`config.mk`:
```
export PLATFORM = sky130hd
export DESIGN_NAME = int_format_string_validator
export DESIGN_NICKNAME = d
export VERILOG_FILES = /design/src/rtl/ifv_pkg.sv /design/src/rtl/ifv_cfg_regs.sv /design/src/rtl/ifv_parser.sv /design/src/rtl/int_format_string_validator.sv
export VERILOG_INCLUDE_DIRS = /design/src /design/src/rtl
export SDC_FILE = /design/constraint.sdc
export NUM_CORES = 1
export LEC_CHECK = 0
export BUFFER_PORTS_ARGS = -buffer_cell sky130_fd_sc_hd__buf_2
export CAP_MARGIN = 20
export CORE_MARGIN = 2
export CORE_UTILIZATION = 53
export CTS_CLUSTER_SIZE = 20
export DETAILED_ROUTE_END_ITERATION = 16
export PLACE_DENSITY_LB_ADDON = 0.2
export SLEW_MARGIN = 20
export SYNTH_ARGS = -nofsm -noshare
export SYNTH_HDL_FRONTEND = slang
export SYNTH_SLANG_ARGS = --single-unit
```
`constraint.sdc`:
```
create_clock -name clk -period 3.2 [get_ports clk]
set_input_delay 0.64 -clock clk [delete_from_list [all_inputs] [get_ports clk]]
set_output_delay 0.64 -clock clk [all_outputs]
set_load 0.005 [all_outputs]
```
`src/rtl/int_format_string_validator_assert.svh`:
```
// ----------------------------------------------------------------------------
// Format string validator assertion macros
// Concurrent assertion wrappers clocked on clk, reporting through $error.
// ----------------------------------------------------------------------------
`ifndef INT_FORMAT_STRING_VALIDATOR_ASSERT_SVH
`define INT_FORMAT_STRING_VALIDATOR_ASSERT_SVH

// Property checked outside reset only.
`define IFV_ASSERT(lbl, prop, msg) \
  lbl: assert property (@(posedge clk) disable iff (!rst_n) prop) else $error(msg);

// Property checked at every edge, reset included.
`define IFV_ASSERT_ALWAYS(lbl, prop, msg) \
  lbl: assert property (@(posedge clk) prop) else $error(msg);

`endif

```
`src/rtl/ifv_pkg.sv`:
```
// ----------------------------------------------------------------------------
// Format string validator package
// Shared types, character codes, register indexes and the slot limit helper.
// ----------------------------------------------------------------------------
package ifv_pkg;

  localparam int MAX_ARGS_DEF = 16;

  localparam int CFG_IDX_W = 2;
  localparam int CFG_DATA_W = 16;
  localparam int ARG_W = 5;
  localparam int MASK_W = 16;
  localparam int NUM_W = 7;

  localparam logic [CFG_IDX_W-1:0] CFG_ARG_COUNT = 2'd0;
  localparam logic [CFG_IDX_W-1:0] CFG_INT_MASK = 2'd1;

  localparam logic [7:0] CH_PCT = 8'h25;
  localparam logic [7:0] CH_DOT = 8'h2E;
  localparam logic [7:0] CH_D = 8'h64;
  localparam logic [7:0] CH_0 = 8'h30;
  localparam logic [7:0] CH_9 = 8'h39;
  localparam logic [7:0] CH_PLUS = 8'h2B;
  localparam logic [7:0] CH_MINUS = 8'h2D;

  localparam logic [NUM_W-1:0] NUM_LIMIT = 7'd100;

  typedef enum logic [3:0] {
    PH_LIT   = 4'd0,
    PH_PCT   = 4'd1,
    PH_SIGN  = 4'd2,
    PH_ZERO  = 4'd3,
    PH_WIDTH = 4'd4,
    PH_DOT   = 4'd5,
    PH_PREC  = 4'd6
  } phase_t;

  typedef struct packed {
    logic [ARG_W-1:0]  arg_count;
    logic [MASK_W-1:0] int_slot_mask;
  } cfg_t;

  typedef struct packed {
    logic             ok;
    logic [ARG_W-1:0] count;
  } verdict_t;

  // Clamp the slot count to the largest number of slots the block supports.
  function automatic logic [ARG_W-1:0] slot_limit(input logic [ARG_W-1:0] n,
                                                 input logic [ARG_W:0]   max_args);
    logic [ARG_W:0] n_ext;
    n_ext = {1'b0, n};
    if (n_ext > max_args) begin
      return max_args[ARG_W-1:0];
    end
    return n;
  endfunction

endpackage

```
`src/rtl/ifv_cfg_regs.sv`:
```
// ----------------------------------------------------------------------------
// Format string validator configuration registers
// Holds the slot count and the integer slot mask written over the cfg port.
// ----------------------------------------------------------------------------
module ifv_cfg_regs
  import ifv_pkg::*;
(
  input  logic                  clk,
  input  logic                  rst_n,
  input  logic                  wr_en,
  input  logic [CFG_IDX_W-1:0]  wr_index,
  input  logic [CFG_DATA_W-1:0] wr_data,
  output cfg_t                  cfg
);

  logic [ARG_W-1:0]  arg_count_r;
  logic [MASK_W-1:0] int_slot_mask_r;

  always_ff @(posedge clk) begin
    if (!rst_n) begin
      arg_count_r     <= '0;
      int_slot_mask_r <= '0;
    end else if (wr_en) begin
      // unknown indexes are dropped
      if (wr_index == CFG_ARG_COUNT) begin
        arg_count_r <= wr_data[ARG_W-1:0];
      end
      if (wr_index == CFG_INT_MASK) begin
        int_slot_mask_r <= wr_data[MASK_W-1:0];
      end
    end
  end

  assign cfg.arg_count     = arg_count_r;
  assign cfg.int_slot_mask = int_slot_mask_r;

endmodule

```
`src/rtl/ifv_parser.sv`:
```
// ----------------------------------------------------------------------------
// Format string validator parser
// Parse state registers and the per-character transition logic.
// ----------------------------------------------------------------------------
module ifv_parser
  import ifv_pkg::*;
#(
  parameter int MAX_ARGS = MAX_ARGS_DEF
)
(
  input  logic       clk,
  input  logic       rst_n,
  input  logic       char_en,
  input  logic       eos_en,
  input  logic [7:0] ch,
  input  cfg_t       cfg,
  output verdict_t   verdict
);

  localparam logic [ARG_W:0] MaxArgs = (ARG_W+1)'(MAX_ARGS);

  phase_t           phase_r, phase_nxt;
  logic [NUM_W-1:0] num_r, num_nxt;
  logic [ARG_W-1:0] slot_r, slot_nxt;
  logic             err_r, err_nxt;

  logic [ARG_W-1:0] limit;
  logic             is_dig, is_pct, is_dot, is_d, is_sign, is_zero;
  logic [3:0]       dig;
  logic [10:0]      acc;
  logic             conv_ok;

  assign limit   = slot_limit(cfg.arg_count, MaxArgs);
  assign is_dig  = (ch >= CH_0) && (ch <= CH_9);
  assign is_pct  = (ch == CH_PCT);
  assign is_dot  = (ch == CH_DOT);
  assign is_d    = (ch == CH_D);
  assign is_sign = (ch == CH_PLUS) || (ch == CH_MINUS);
  assign is_zero = (ch == CH_0);
  assign dig     = 4'(ch - CH_0);
  assign acc     = {4'b0, num_r} * 11'd10 + {7'b0, dig};
  // slots of 16 and up are never integer typed
  assign conv_ok = !slot_r[ARG_W-1] && cfg.int_slot_mask[slot_r[ARG_W-2:0]];

  always_comb begin
    phase_nxt = phase_r;
    num_nxt   = num_r;
    slot_nxt  = slot_r;
    err_nxt   = err_r;
    if (eos_en) begin
      phase_nxt = PH_LIT;
      num_nxt   = '0;
      slot_nxt  = '0;
      err_nxt   = 1'b0;
    end else if (char_en && !err_r) begin
      unique case (phase_r)
        PH_PCT, PH_SIGN, PH_ZERO, PH_WIDTH: begin
          priority if (phase_r == PH_PCT && is_pct) begin
            phase_nxt = PH_LIT;
          end else if (phase_r == PH_PCT && slot_r >= limit) begin
            err_nxt = 1'b1;
          end else if (phase_r == PH_PCT && is_sign) begin
            phase_nxt = PH_SIGN;
          end else if ((phase_r == PH_PCT || phase_r == PH_SIGN) && is_zero) begin
            phase_nxt = PH_ZERO;
          end else if (phase_r != PH_WIDTH && is_dig) begin
            num_nxt   = {3'b0, dig};
            phase_nxt = PH_WIDTH;
          end else if (phase_r == PH_WIDTH && is_dig) begin
            if (acc > {4'b0, NUM_LIMIT}) begin
              err_nxt = 1'b1;
            end else begin
              num_nxt = acc[NUM_W-1:0];
            end
          end else if (is_dot) begin
            phase_nxt = PH_DOT;
          end else if (is_d && conv_ok) begin
            slot_nxt  = slot_r + 1'b1;
            phase_nxt = PH_LIT;
          end else begin
            err_nxt = 1'b1;
          end
        end
        PH_DOT: begin
          if (is_dig) begin
            num_nxt   = {3'b0, dig};
            phase_nxt = PH_PREC;
          end else begin
            err_nxt = 1'b1;
          end
        end
        PH_PREC: begin
          priority if (is_dig) begin
            if (acc > {4'b0, NUM_LIMIT}) begin
              err_nxt = 1'b1;
            end else begin
              num_nxt = acc[NUM_W-1:0];
            end
          end else if (is_d && conv_ok) begin
            slot_nxt  = slot_r + 1'b1;
            phase_nxt = PH_LIT;
          end else begin
            err_nxt = 1'b1;
          end
        end
        default: begin
          phase_nxt = is_pct ? PH_PCT : PH_LIT;
        end
      endcase
    end
  end

  always_ff @(posedge clk) begin
    if (!rst_n) begin
      phase_r <= PH_LIT;
      num_r   <= '0;
      slot_r  <= '0;
      err_r   <= 1'b0;
    end else begin
      phase_r <= phase_nxt;
      num_r   <= num_nxt;
      slot_r  <= slot_nxt;
      err_r   <= err_nxt;
    end
  end

  assign verdict.ok    = !err_r && (phase_r == PH_LIT) && (slot_r == limit);
  assign verdict.count = slot_r;

endmodule

```
`src/rtl/int_format_string_validator.sv`:
```
// ----------------------------------------------------------------------------
// Integer format string validator
// Checks a printf-style format string one character per transaction.
// ----------------------------------------------------------------------------
// One character transaction is taken every clock cycle, back to back, while
// in_stall is low. Each transaction lands in an input register; from there it
// steps the parse state (a loop through the phase, number, slot and error
// registers) and, for an end-of-string transaction, loads the verdict into
// the result register, so a verdict passes the input and result registers
// in turn. Character transactions produce no result. in_stall rises only
// while an end-of-string transaction waits behind a result that out_stall is
// holding. Write cfg registers only while no transaction is in flight.
module int_format_string_validator
  import ifv_pkg::*;
#(
  parameter int MAX_ARGS = MAX_ARGS_DEF
)
(
  input  logic                  clk,
  input  logic                  rst_n,
  // character channel
  input  logic                  in_valid,
  output logic                  in_stall,
  input  logic                  in_action,
  input  logic [7:0]            in_ch,
  // verdict channel
  output logic                  out_valid,
  input  logic                  out_stall,
  output logic                  out_valid_res,
  output logic [ARG_W-1:0]      out_conversions_seen,
  // register write channel
  input  logic                  cfg_valid,
  output logic                  cfg_ready,
  input  logic [CFG_IDX_W-1:0]  cfg_index,
  input  logic [CFG_DATA_W-1:0] cfg_wdata
);

`include "int_format_string_validator_assert.svh"

  localparam logic [ARG_W:0] MaxArgs = (ARG_W+1)'(MAX_ARGS);

  // input register
  logic       item_valid_r, item_valid_nxt;
  logic       action_r;
  logic [7:0] ch_r;

  // result register
  logic             out_valid_r, out_valid_nxt;
  logic             res_ok_r;
  logic [ARG_W-1:0] res_count_r;

  logic     in_accept;
  logic     out_free;
  logic     proc;
  logic     out_load;
  cfg_t     cfg;
  verdict_t verdict;

  assign cfg_ready = 1'b1;

  // Result register can take a verdict when empty or being drained.
  assign out_free = !out_valid_r || !out_stall;
  // Characters always advance; end of string waits for a free result slot.
  assign proc     = item_valid_r && (!action_r || out_free);
  assign out_load = proc && action_r;

  assign in_stall  = item_valid_r && !proc;
  assign in_accept = in_valid && !in_stall;

  always_comb begin
    item_valid_nxt = item_valid_r;
    if (in_accept) begin
      item_valid_nxt = 1'b1;
    end else if (proc) begin
      item_valid_nxt = 1'b0;
    end
  end

  always_comb begin
    out_valid_nxt = out_valid_r;
    if (out_load) begin
      out_valid_nxt = 1'b1;
    end else if (!out_stall) begin
      out_valid_nxt = 1'b0;
    end
  end

  always_ff @(posedge clk) begin
    if (!rst_n) begin
      item_valid_r <= 1'b0;
      out_valid_r  <= 1'b0;
    end else begin
      item_valid_r <= item_valid_nxt;
      out_valid_r  <= out_valid_nxt;
    end
  end

  // payload registers: hold unless loaded
  always_ff @(posedge clk) begin
    if (in_accept) begin
      action_r <= in_action;
      ch_r     <= in_ch;
    end
    if (out_load) begin
      res_ok_r    <= verdict.ok;
      res_count_r <= verdict.count;
    end
  end

  ifv_cfg_regs u_cfg (
    .clk      (clk),
    .rst_n    (rst_n),
    .wr_en    (cfg_valid && cfg_ready),
    .wr_index (cfg_index),
    .wr_data  (cfg_wdata),
    .cfg      (cfg)
  );

  // End of string reports the current state, then clears it for the next string.
  ifv_parser #(
    .MAX_ARGS (MAX_ARGS)
  ) u_parser (
    .clk     (clk),
    .rst_n   (rst_n),
    .char_en (proc && !action_r),
    .eos_en  (out_load),
    .ch      (ch_r),
    .cfg     (cfg),
    .verdict (verdict)
  );

  assign out_valid            = out_valid_r;
  assign out_valid_res        = res_ok_r;
  assign out_conversions_seen = res_count_r;

  // An empty input register never stalls the character channel.
  `IFV_ASSERT_ALWAYS(a_no_stall_when_empty, !item_valid_r |-> !in_stall, "stall with empty input register")
  // A processed end of string always produces a verdict.
  `IFV_ASSERT(a_eos_gives_result, out_load |=> out_valid_r, "end of string lost")
  // The count never exceeds the supported slots.
  `IFV_ASSERT(a_count_bound, out_valid_r |-> ({1'b0, out_conversions_seen} <= MaxArgs), "count beyond slot range")
  // A passing verdict carries exactly the configured number of conversions.
  `IFV_ASSERT(a_pass_count, out_valid_r && out_valid_res |-> out_conversions_seen == slot_limit(cfg.arg_count, MaxArgs), "pass with wrong count")

endmodule
```
==> impl_metrics.json, run 1 <==
{
  "core_um2": 6314,
  "fin_hold_ws_ps": 466.7,
  "cts_hold_buf": 0,
  "h-tree-depth": 2,
  "synth.avg_cell_area_um2": 9.005,
  "multi_input_area_um2": 2126,
  "combPwrFrac": 0.077,
  "grt_pass1_vias": 2743,
  "synth_top_area_share": 0.2340,
  "synth.most_common_cell": "nand2_1",
  "crit_required_ps": 3440,
  "hold_viol_final": 0,
  "yosysWarningCount": 0,
  "crit_path_max_fanout": 4,
  "seq_power_share": 0.610,
  "clock_latency_ps": 310,
  "drt_iter0_markers": 133,
  "grt_use_total": 0.2086,
  "peakVddDrop_uv": 226.4,
  "ys_top_cells_by_area": "dfxtp_1, edfxtp_1, nand2_1",
  "period_needed_ps": 3136,
  "synth_edf_count": 15,
  "drive_above_1_share": 0.2186,
  "synthesis.nets": 433,
  "whs_endpoint": "u_cfg.int_slot_mask_r[5]",
  "die_h_um": 84.36,
  "r2r_end": "u_parser.num_r[4]",
  "p_clk_frac": 0.313,
  "cts_sinks": 55,
  "switching_share": 0.2364,
  "antennaDiodeCount": 0,
  "core.rowCount": 29,
  "antenna_left": 0,
  "outcome": "completed",
  "cp_data_arrival_time_ps": 3380,
  "num_vias": 2944,
  "r2r_cells": 11,
  "finalCritPeriodShare": 0.9802,
  "port_buffers": 39,
  "vias_per_cell": 5.807,
  "fmax_mhz": 318.8,
  "p_sw_mw": 0.2889,
  "synth_area_um2": 3422,
  "r2r_slack_ps": 60,
  "cts_buffer_depth": 2,
  "wirelength_mm": 7.486,
  "leakage_nw": 1.613,
  "fill_cells": 577,
  "initial_core_util": 0.5420,
  "wire_per_inst_um": 14.77,
  "yosysSeqAreaShare": 0.3656,
  "reg2reg_from": "u_parser.num_r[1]",
  "async_flop_share": 0,
  "final_util": 0.6213,
  "grt_max_degree": 26,
  "crit_path_end_kind": "register",
  "syn2layout_area_growth_pct": 14.63,
  "die_w_um": 84.36,
  "tightest_slew_ps": 964.5,
  "gp_congestion": 0.9077,
  "hold_path.class": "reg2reg",
  "maxSlewViolCount": 0,
  "synth_ff_type": "dfxtp_1",
  "p_per_area_nw_per_um2": 311.5,
  "drc": 0,
  "skew_ps": 5.778,
  "cts_tree": "yes",
  "grt_pass1_wl_mm": 12.25,
  "root_buffer": "clkbuf_8",
  "worst-setup-path-type": "reg2reg",
  "gr-total-overflow": 0,
  "internal_power_mw": 0.9331,
  "ys_ff_latch": 55,
  "path_clk_slew_ps": 100,
  "finalSetupViolCount": 0,
  "ys_types": 63,
  "antenna_found_initial": 0,
  "hold_depth": 2,
  "fp.dieArea_um2": 7116,
  "critPathLaunchType": "register",
  "min_from": "u_cfg.int_slot_mask_r[5]",
  "synth_top_area_cell": "dfxtp_1",
  "rsz0062_at_grt": "true",
  "slew-limit-headroom": 0.3556,
  "nNetsFinal": 482,
  "cts_buffers": 5,
  "synthCells": 380,
  "hpwlAfterDp_mm": 5.457,
  "seqCellArea_um2": 1251,
  "ys_top_cells_by_count": "nand2_1, dfxtp_1, nor2_1, a21boi_0, ha_1",
  "io_pins": 41,
  "maxCapViolations": 0,
  "first_pass_iters": 6
}
[worst max-delay path by stage]
stage	slack, ps	from	end	cells after the start
finish	60	u_parser.num_r[1]	u_parser.num_r[4]	11
global route	-110	u_parser.num_r[3]	u_parser.num_r[4]	11
CTS	2	u_parser.num_r[1]	u_parser.num_r[4]	11
detailed placement	-40	u_parser.num_r[1]	u_parser.num_r[4]	11
global placement	30	u_parser.num_r[1]	u_parser.num_r[0]	11
floorplan	90	u_parser.num_r[1]	u_parser.num_r[4]	11
[per-stage QoR]
stage | setup TNS, ps | power [mW] | worst slack (ps) | std cells | cell area [um2]
finish | 0 | 1.222 | 63.52 | 507 | 3923
global route | -306.1 | 1.275 | -111.2 | 507 | 3923
CTS | 0 | 1.236 | 1.672 | 504 | 3856
floorplan | 0 | 0.8153 | 94.91 | 380 | 3422
global placement | 0 | 0.8532 | 29.58 | 493 | 3737
detailed placement | -122.2 | 0.8554 | -42.93 | 493 | 3737
[area by class of cell]
| class | count | share of cell area |
|---|---|---|
| Clock buffer | 6 | 0.01850 |
| Multi-Input combinational cell | 302 | 0.5419 |
| Clock inverter | 2 | 0.004147 |
| Tap cell | 77 | 0.02456 |
| Timing Repair Buffer | 57 | 0.08421 |
| Inverter | 8 | 0.007656 |
| Sequential cell | 55 | 0.3190 |
[sequential cells by signal, summed over array words and instances (netlist names), 4 cells and up]
| register | flops |
|---|---|
| u_cfg.arg_count_r | 5 |
| u_cfg.int_slot_mask_r | 16 |
| ch_r | 8 |
| u_parser.num_r | 7 |
| out_conversions_seen | 5 |
| u_parser.phase_r | 4 |
| u_parser.slot_r | 5 |
[repair_timing]
item,4_1_cts,5_1_grt
pin swaps,3,5
hold endpoints to repair,0,0
endpoints found under the setup margin,6,8
setup buffers,3,3
resized for setup,3,9
[logic make-up (layout without fill, tap and decap cells)]
kind of cell | Yosys count | after routing | synth area share
flops | 55 | 55 | 0.3656
xor+xnor | 9 | 9 | 0.02523
fa+ha+maj | 21 | 21 | 0.08117
other cells | 1 | 1 | 0.001096
buf+inv | 23 | 73 | 0.02815
compound gates | 93 | 93 | 0.1905
mux | 16 | 16 | 0.06655
simple gates | 162 | 162 | 0.2417
[layout by cell type, fill, tap and decap left out, types with 14 or more instances in the layout]
cell type,count
ha_1,17
nor2_1,24
a21oi_1,14
o21ai_0,15
edfxtp_1,15
nand3_1,18
buf_4,18
nand2_1,64
buf_2,39
dfxtp_1,40
a21boi_0,20
[critical path: stages, from the launching register on]
cell,delay [ps]
dfxtp_1,330
ha_1,300
ha_2,210
fa_2,380
a211o_2,350
o211ai_1,140
nand4_1,140
or3_4,360
a211oi_4,250
nand3_2,130
or3b_1,360
a21oi_1,140
[power groups by stage]
| stage | registers (mW) | logic, mW | clock network [mW] |
|---|---|---|---|
| floorplan | 0.757 | 0.0578 | 0 |
| global placement | 0.761 | 0.0918 | 0 |
| detailed placement | 0.762 | 0.0934 | 0 |
| CTS | 0.746 | 0.0936 | 0.396 |
| global route | 0.749 | 0.107 | 0.420 |
| finish | 0.746 | 0.0937 | 0.382 |
[per-layer routing]
layer	track usage	vias up	wire length, um
met2	0.3398	89	3433
met1	0.2863	1342	3521
met5	0	-	0
met4	0.06349	0	140
met3	0.03540	17	390
li1	-	1496	-
No activity file was read; power rests on OpenSTA's default activity.
==> run 2: changes to the inputs <==
- SYNTH_HIERARCHICAL: default -> 1
==> run 2 against run 1 <==
  * Sequential cell count unchanged
  * Sequential share of layout area up 0.96 points
  * Setup slack better by 140 ps
  * Wire length down 3.6%
  * Global-route usage about the same
  * Maximum frequency up 4.8%
  * Highest routed layer unchanged
  * Clock power up 7.1%
  * Critical endpoint is now u_parser/num_r[4]
  * Clock skew up 5.5 ps
  * Final area down 2.8%
  * Cell count down 4.5%
  * Critical path depth down 1
  * Total power up 4.9%
==> impl_metrics.json, run 2 <==
{
  "period_needed_ps": 2992,
  "drc": 0,
  "drt_iter0_markers": 189,
  "maxSlewViolCount": 0,
  "grt_use_total": 0.2081,
  "synthesis.nets": 423,
  "largest_reg_flops": 16,
  "yosysSeqAreaShare": 0.3604,
  "maxCapViolations": 0,
  "fin_setup_tns_ps": 0,
  "cts_setup_buffers": 0,
  "final_cell_mix": "nand2_1, buf_2, dfxtp_1, mux2i_1, a21oi_1",
  "cts_hold_buf": 0,
  "antennaDiodeCount": 0,
  "root_buffer": "clkbuf_8",
  "rsz0062_at_grt": "false",
  "antenna_found_initial": 0,
  "gr-total-overflow": 0,
  "grt_pass1_vias": 2659,
  "synth.most_common_cell": "nand2_1",
  "die_h_um": 84.94,
  "grt_pass1_wl_mm": 12.26,
  "cp_data_arrival_time_ps": 3230,
  "ys_ff_latch": 55,
  "finalSetupViolCount": 0,
  "r2r_slack_ps": 210,
  "crit_path_end_kind": "register",
  "path_clk_slew_ps": 110,
  "p_per_area_nw_per_um2": 336.2,
  "yosysWarningCount": 6,
  "die_w_um": 84.94,
  "largestRegisters": "u_cfg/int_slot_mask_r: 16 flops, ch_r: 8 flops, u_parser/num_r: 7 flops",
  "synth_area_um2": 3472,
  "cts_resized": 0,
  "fmax_mhz": 334.3,
  "critPathLaunchType": "register",
  "cts_tree": "yes",
  "initial_core_util": 0.5468,
  "async_flop_share": 0,
  "antenna_left": 0,
  "leakage_nw": 1.562,
  "grt_max_degree": 40,
  "ys_types": 71,
  "synth_top_area_share": 0.2306,
  "vias_per_cell": 5.826,
  "skew_ps": 11.33,
  "synth_ff_type": "dfxtp_1",
  "num_vias": 2820,
  "hold_viol_final": 0,
  "ys_top_cells_by_area": "dfxtp_1, edfxtp_1, mux2i_1",
  "core.rowCount": 29,
  "cts_buffers": 5,
  "finalCritPeriodShare": 0.9349,
  "io_pins": 41,
  "outcome": "completed",
  "slew-limit-headroom": 0.4536,
  "crit_required_ps": 3440,
  "core_um2": 6350,
  "hpwlAfterDp_mm": 5.451,
  "largest-register": "u_cfg/int_slot_mask_r",
  "syn2layout_area_growth_pct": 9.766,
  "crit_path_max_fanout": 5,
  "nNetsFinal": 459,
  "worst-setup-path-type": "reg2reg",
  "placed_cell_area_um2": 3701,
  "synthCells": 370,
  "port_buffers": 39,
  "wire_per_inst_um": 14.90,
  "clock_latency_ps": 310,
  "synth.avg_cell_area_um2": 9.384,
  "drive_above_1_share": 0.2039,
  "final_common_cell": "nand2_1",
  "peakVddDrop_uv": 207.2,
  "tightest_slew_ps": 817.9,
  "synth_edf_count": 15,
  "fp.dieArea_um2": 7215,
  "first_pass_iters": 4,
  "gp_congestion": 0.8909,
  "synth_top_area_cell": "dfxtp_1",
  "ys_top_cells_by_count": "nand2_1, dfxtp_1, mux2i_1, a21oi_1, ha_1",
  "hold_path.class": "reg2reg",
  "cts_buffer_depth": 2,
  "final_area_um2": 3811,
  "cts_sinks": 55,
  "h-tree-depth": 2,
  "wirelength_mm": 7.214
}
-- run 2: cell types whose count changed in the layout (fill, tap and decap cells not counted), sizes merged, moves of 5 or more --
cell | previous run | this run
a21oi | 15 | 23
buf | 57 | 47
nor3 | 0 | 7
mux2i | 7 | 26
nor2 | 24 | 18
a21boi | 20 | 3
and3 | 9 | 4
a31oi | 1 | 7
nand3 | 19 | 10
-- run 2: kinds of logic after synthesis --
| family | Yosys count | synth area share |
|---|---|---|
| AND/OR/NAND/NOR | 160 | 0.2591 |
| AO/OA/AOI/OAI | 70 | 0.1308 |
| flip-flops | 55 | 0.3604 |
| multiplexers | 30 | 0.1041 |
| buffers and inverters | 24 | 0.04180 |
| adder cells (fa/ha/maj) | 21 | 0.08000 |
| XOR/XNOR | 9 | 0.02270 |
| other | 1 | 0.001080 |
-- run 2: worst paths after layout --
check / cells past startpoint / from / endpoint
worst max-delay path: 10 / u_parser/num_r[3] / u_parser/num_r[4]
worst min-delay path: 2 / u_cfg/int_slot_mask_r[3] / u_cfg/int_slot_mask_r[3]
worst max register to register: 10 / u_parser/num_r[3] / u_parser/num_r[4]
worst min register to register: 2 / u_cfg/int_slot_mask_r[3] / u_cfg/int_slot_mask_r[3]
-- run 2: layout make-up --
class / count / area, um2
clock inverters: 3 / 27.53
well taps: 77 / 96.34
clock buffers: 5 / 68.82
inverters: 6 / 22.52
flip-flops and latches: 55 / 1252
repair buffers: 47 / 255.2
multi-input cells: 291 / 2088
fillers: 591 / 2539
-- run 2: power by group --
part	switching [mW]	leakage, nW	internal [mW]
Sequential	0.0160	0.472	0.734
Clock	0.247	0.0467	0.163
Combinational	0.0651	1.04	0.0567
-- run 2: critical path, stage by stage (launching register included) --
cell and delay [ps]:
dfxtp_1 410, ha_1 260, ha_1 230, fa_1 590
nand2_1 130, nor3b_2 240, nand2_1 70, mux2i_1 210
nand3_2 130, or4_1 520, a21oi_1 150
-- run 2: routing by layer --
| layer | share of wire | up-vias | track usage |
|---|---|---|---|
| li1 | - | 1431 | - |
| met1 | 0.48 | 1308 | 0.3067 |
| met2 | 0.46 | 74 | 0.3203 |
| met3 | 0.050 | 7 | 0.02432 |
| met4 | 0.012 | 0 | 0.06638 |
| met5 | 0 | - | 0 |
-- run 2: per-stage QoR --
step | power (mW) | util | hold WS (ps) | setup slack [ps] | instances
after detailed placement | 0.8880 | 0.5829 | 445.8 | 203.0 | 476
after CTS | 1.299 | 0.5980 | 460.9 | 152.6 | 484
final | 1.281 | 0.6002 | 458.3 | 208.4 | 484
after global routing | 1.341 | 0.6002 | 477.9 | 2.835 | 484
after global placement | 0.8852 | 0.5829 | 437.5 | 268.7 | 476
after floorplan | 0.8460 | - | 429.9 | 358.8 | 370
==> run 3: changes to the inputs <==
- CORE_UTILIZATION: 53 -> 63
- clock period: 3.2 -> 3.86 ns (I/O delays scaled with it)
==> run 3 against run 2 <==
  * Critical endpoint unchanged
  * First-iteration DRC count down 16%
  * Critical path depth did not move
  * Cell count shrank 2.7%
  * Count of clock-buffer cells in the layout is the same
  * Wire length shrank 0.15%
  * Final area shrank 2.1%
  * Global-route usage increased by 4.1 points
  * Total power decreased by 17%
  * Register-to-register slack gained 500 ps
==> impl_metrics.json, run 3 (synthesized netlist as in run 2, its figures left out) <==
{
  "period_needed_ps": 3148,
  "cts_buffer_depth": 2,
  "outcome": "completed",
  "nNetsFinal": 451,
  "fin_setup_tns_ps": 0,
  "largestRegisters": "u_cfg/int_slot_mask_r: 16 flops, ch_r: 8 flops, u_parser/num_r: 7 flops",
  "drt_iter0_markers": 158,
  "die_w_um": 78.24,
  "path_clk_slew_ps": 100,
  "p_per_area_nw_per_um2": 283.4,
  "grt_use_total": 0.2489,
  "wl_met3_um": 325,
  "cts_sinks": 55,
  "skew_ps": 6.198,
  "seqCellArea_um2": 1251,
  "crit_required_ps": 4110,
  "die_h_um": 78.24,
  "largest-register": "u_cfg/int_slot_mask_r",
  "grt_max_degree": 42,
  "finalCritPeriodShare": 0.8155,
  "final_cell_mix": "nand2_1, dfxtp_1, buf_2, mux2i_1, a21oi_1",
  "r2r_cells": 10,
  "fmax_mhz": 317.7,
  "slew-limit-headroom": 0.4359,
  "drive_above_1_share": 0.1805,
  "critPathLaunchType": "register",
  "fin_hold_ws_ps": 461.1,
  "multi_input_area_um2": 2076,
  "maxCapViolations": 0,
  "syn2layout_area_growth_pct": 7.460,
  "h-tree-depth": 2,
  "grt_pass1_vias": 2587,
  "r2r_end": "u_parser/num_r[4]",
  "reg2reg_from": "u_parser/num_r[1]",
  "wire_per_inst_um": 15.29,
  "setup.worst_path.end": "u_parser/num_r[4]",
  "largest_reg_flops": 16,
  "cts_hold_buf": 0,
  "cts_buffers": 5,
  "core.rowCount": 27,
  "antennaDiodeCount": 0,
  "initial_core_util": 0.6424,
  "vias_per_cell": 6.030,
  "wirelength_mm": 7.203,
  "fill_cells": 469,
  "hold_path.class": "reg2reg",
  "hpwlAfterDp_mm": 5.206,
  "final_common_cell": "nand2_1",
  "num_vias": 2840,
  "root_buffer": "clkbuf_8",
  "route.met2.wl_mm": 3.352,
  "crit_path_end_kind": "register",
  "r2r_slack_ps": 710,
  "port_buffers": 39,
  "gp_congestion": 0.9509,
  "hold_viol_final": 0,
  "total_power_mw": 1.057,
  "min_from": "u_cfg/int_slot_mask_r[3]",
  "io_pins": 41,
  "cts_tree": "yes",
  "cts_resized": 0,
  "antenna_left": 0,
  "clock_latency_ps": 320,
  "path_cells": "ha_1 -> ha_1 -> fa_1 -> xor2_1 -> nor3b_2 -> nand2_1 -> mux2i_1 -> nand3_2 -> or4_1 -> a21oi_1",
  "startpoint": "u_parser/num_r[1]",
  "grt_pass1_wl_mm": 12.19,
  "final_util": 0.6903,
  "cp_data_arrival_time_ps": 3400,
  "crit_path_max_fanout": 10,
  "drc": 0,
  "peakVddDrop_uv": 170.7,
  "tightest_slew_ps": 844.4,
  "slowest_delay_ps": 550,
  "fp.dieArea_um2": 6121,
  "finalSetupViolCount": 0,
  "first_pass_iters": 5,
  "leakage_nw": 1.520,
  "maxSlewViolCount": 0,
  "maxUsedRoutingLayer": "met4",
  "critPathSlowestCell": "or4_1",
  "gr-total-overflow": 0,
  "worst-setup-path-type": "reg2reg",
  "cts_setup_buffers": 0,
  "m1WireLength_mm": 3.425,
  "rsz0062_at_grt": "false",
  "antenna_found_initial": 0,
  "crit_top_cell": "ha_1",
  "core_um2": 5405
}
run 3: changes by cell type in the layout (fill, tap and decap cells not counted), sizes merged:
cell    before  now
buf         47   39
inv          8    7
clkinv       0    1
run 3: area by class of cell:
type	count	area share
Inverter	6	0.006036
Tap cell	72	0.02414
Timing Repair Buffer	39	0.05231
Clock buffer	5	0.01844
Sequential cell	55	0.3353
Multi-Input combinational cell	291	0.5563
Clock inverter	3	0.007378
run 3: worst max-delay path: cells and delay by family (launching register included):
kind / cells / cell delay (ps)
compound gates: 1 / 140
xor+xnor: 1 / 290
fa+ha+maj: 3 / 900
flops: 1 / 460
mux: 1 / 210
simple gates: 4 / 1070
run 3: power breakdown:
group / switching, mW / internal, mW / leakage (nW)
clock: 0.204 / 0.134 / 0.0463
combinational: 0.0516 / 0.0433 / 1.00
sequential: 0.0160 / 0.609 / 0.471
total: 0.272 / 0.786 / 1.52
run 3: worst min path at each step:
stage,slack (ps),end,cells after the start
6_report,460,u_cfg/int_slot_mask_r[3],2
3_3_place_gp,440,u_cfg/int_slot_mask_r[2],2
3_5_place_dp,450,u_cfg/int_slot_mask_r[2],2
5_1_grt,480,u_cfg/int_slot_mask_r[2],2
2_1_floorplan,430,u_cfg/int_slot_mask_r[11],2
4_1_cts,460,u_cfg/int_slot_mask_r[2],2
run 3: per-layer routing:
metal	GRT usage	vias up
li1	-	1408
met1	0.3512	1329
met2	0.3957	90
met3	0.04138	13
met4	0.07368	0
met5	0	-
run 3: per-stage QoR:
stage / std cells / setup WS (ps) / cell area (um2)
global placement: 463 / 803.8 / 3635
floorplan: 370 / 1019 / 3472
global route: 471 / 469.8 / 3731
finish: 471 / 712.3 / 3731
CTS: 471 / 718.7 / 3731
detailed placement: 463 / 760.6 / 3635
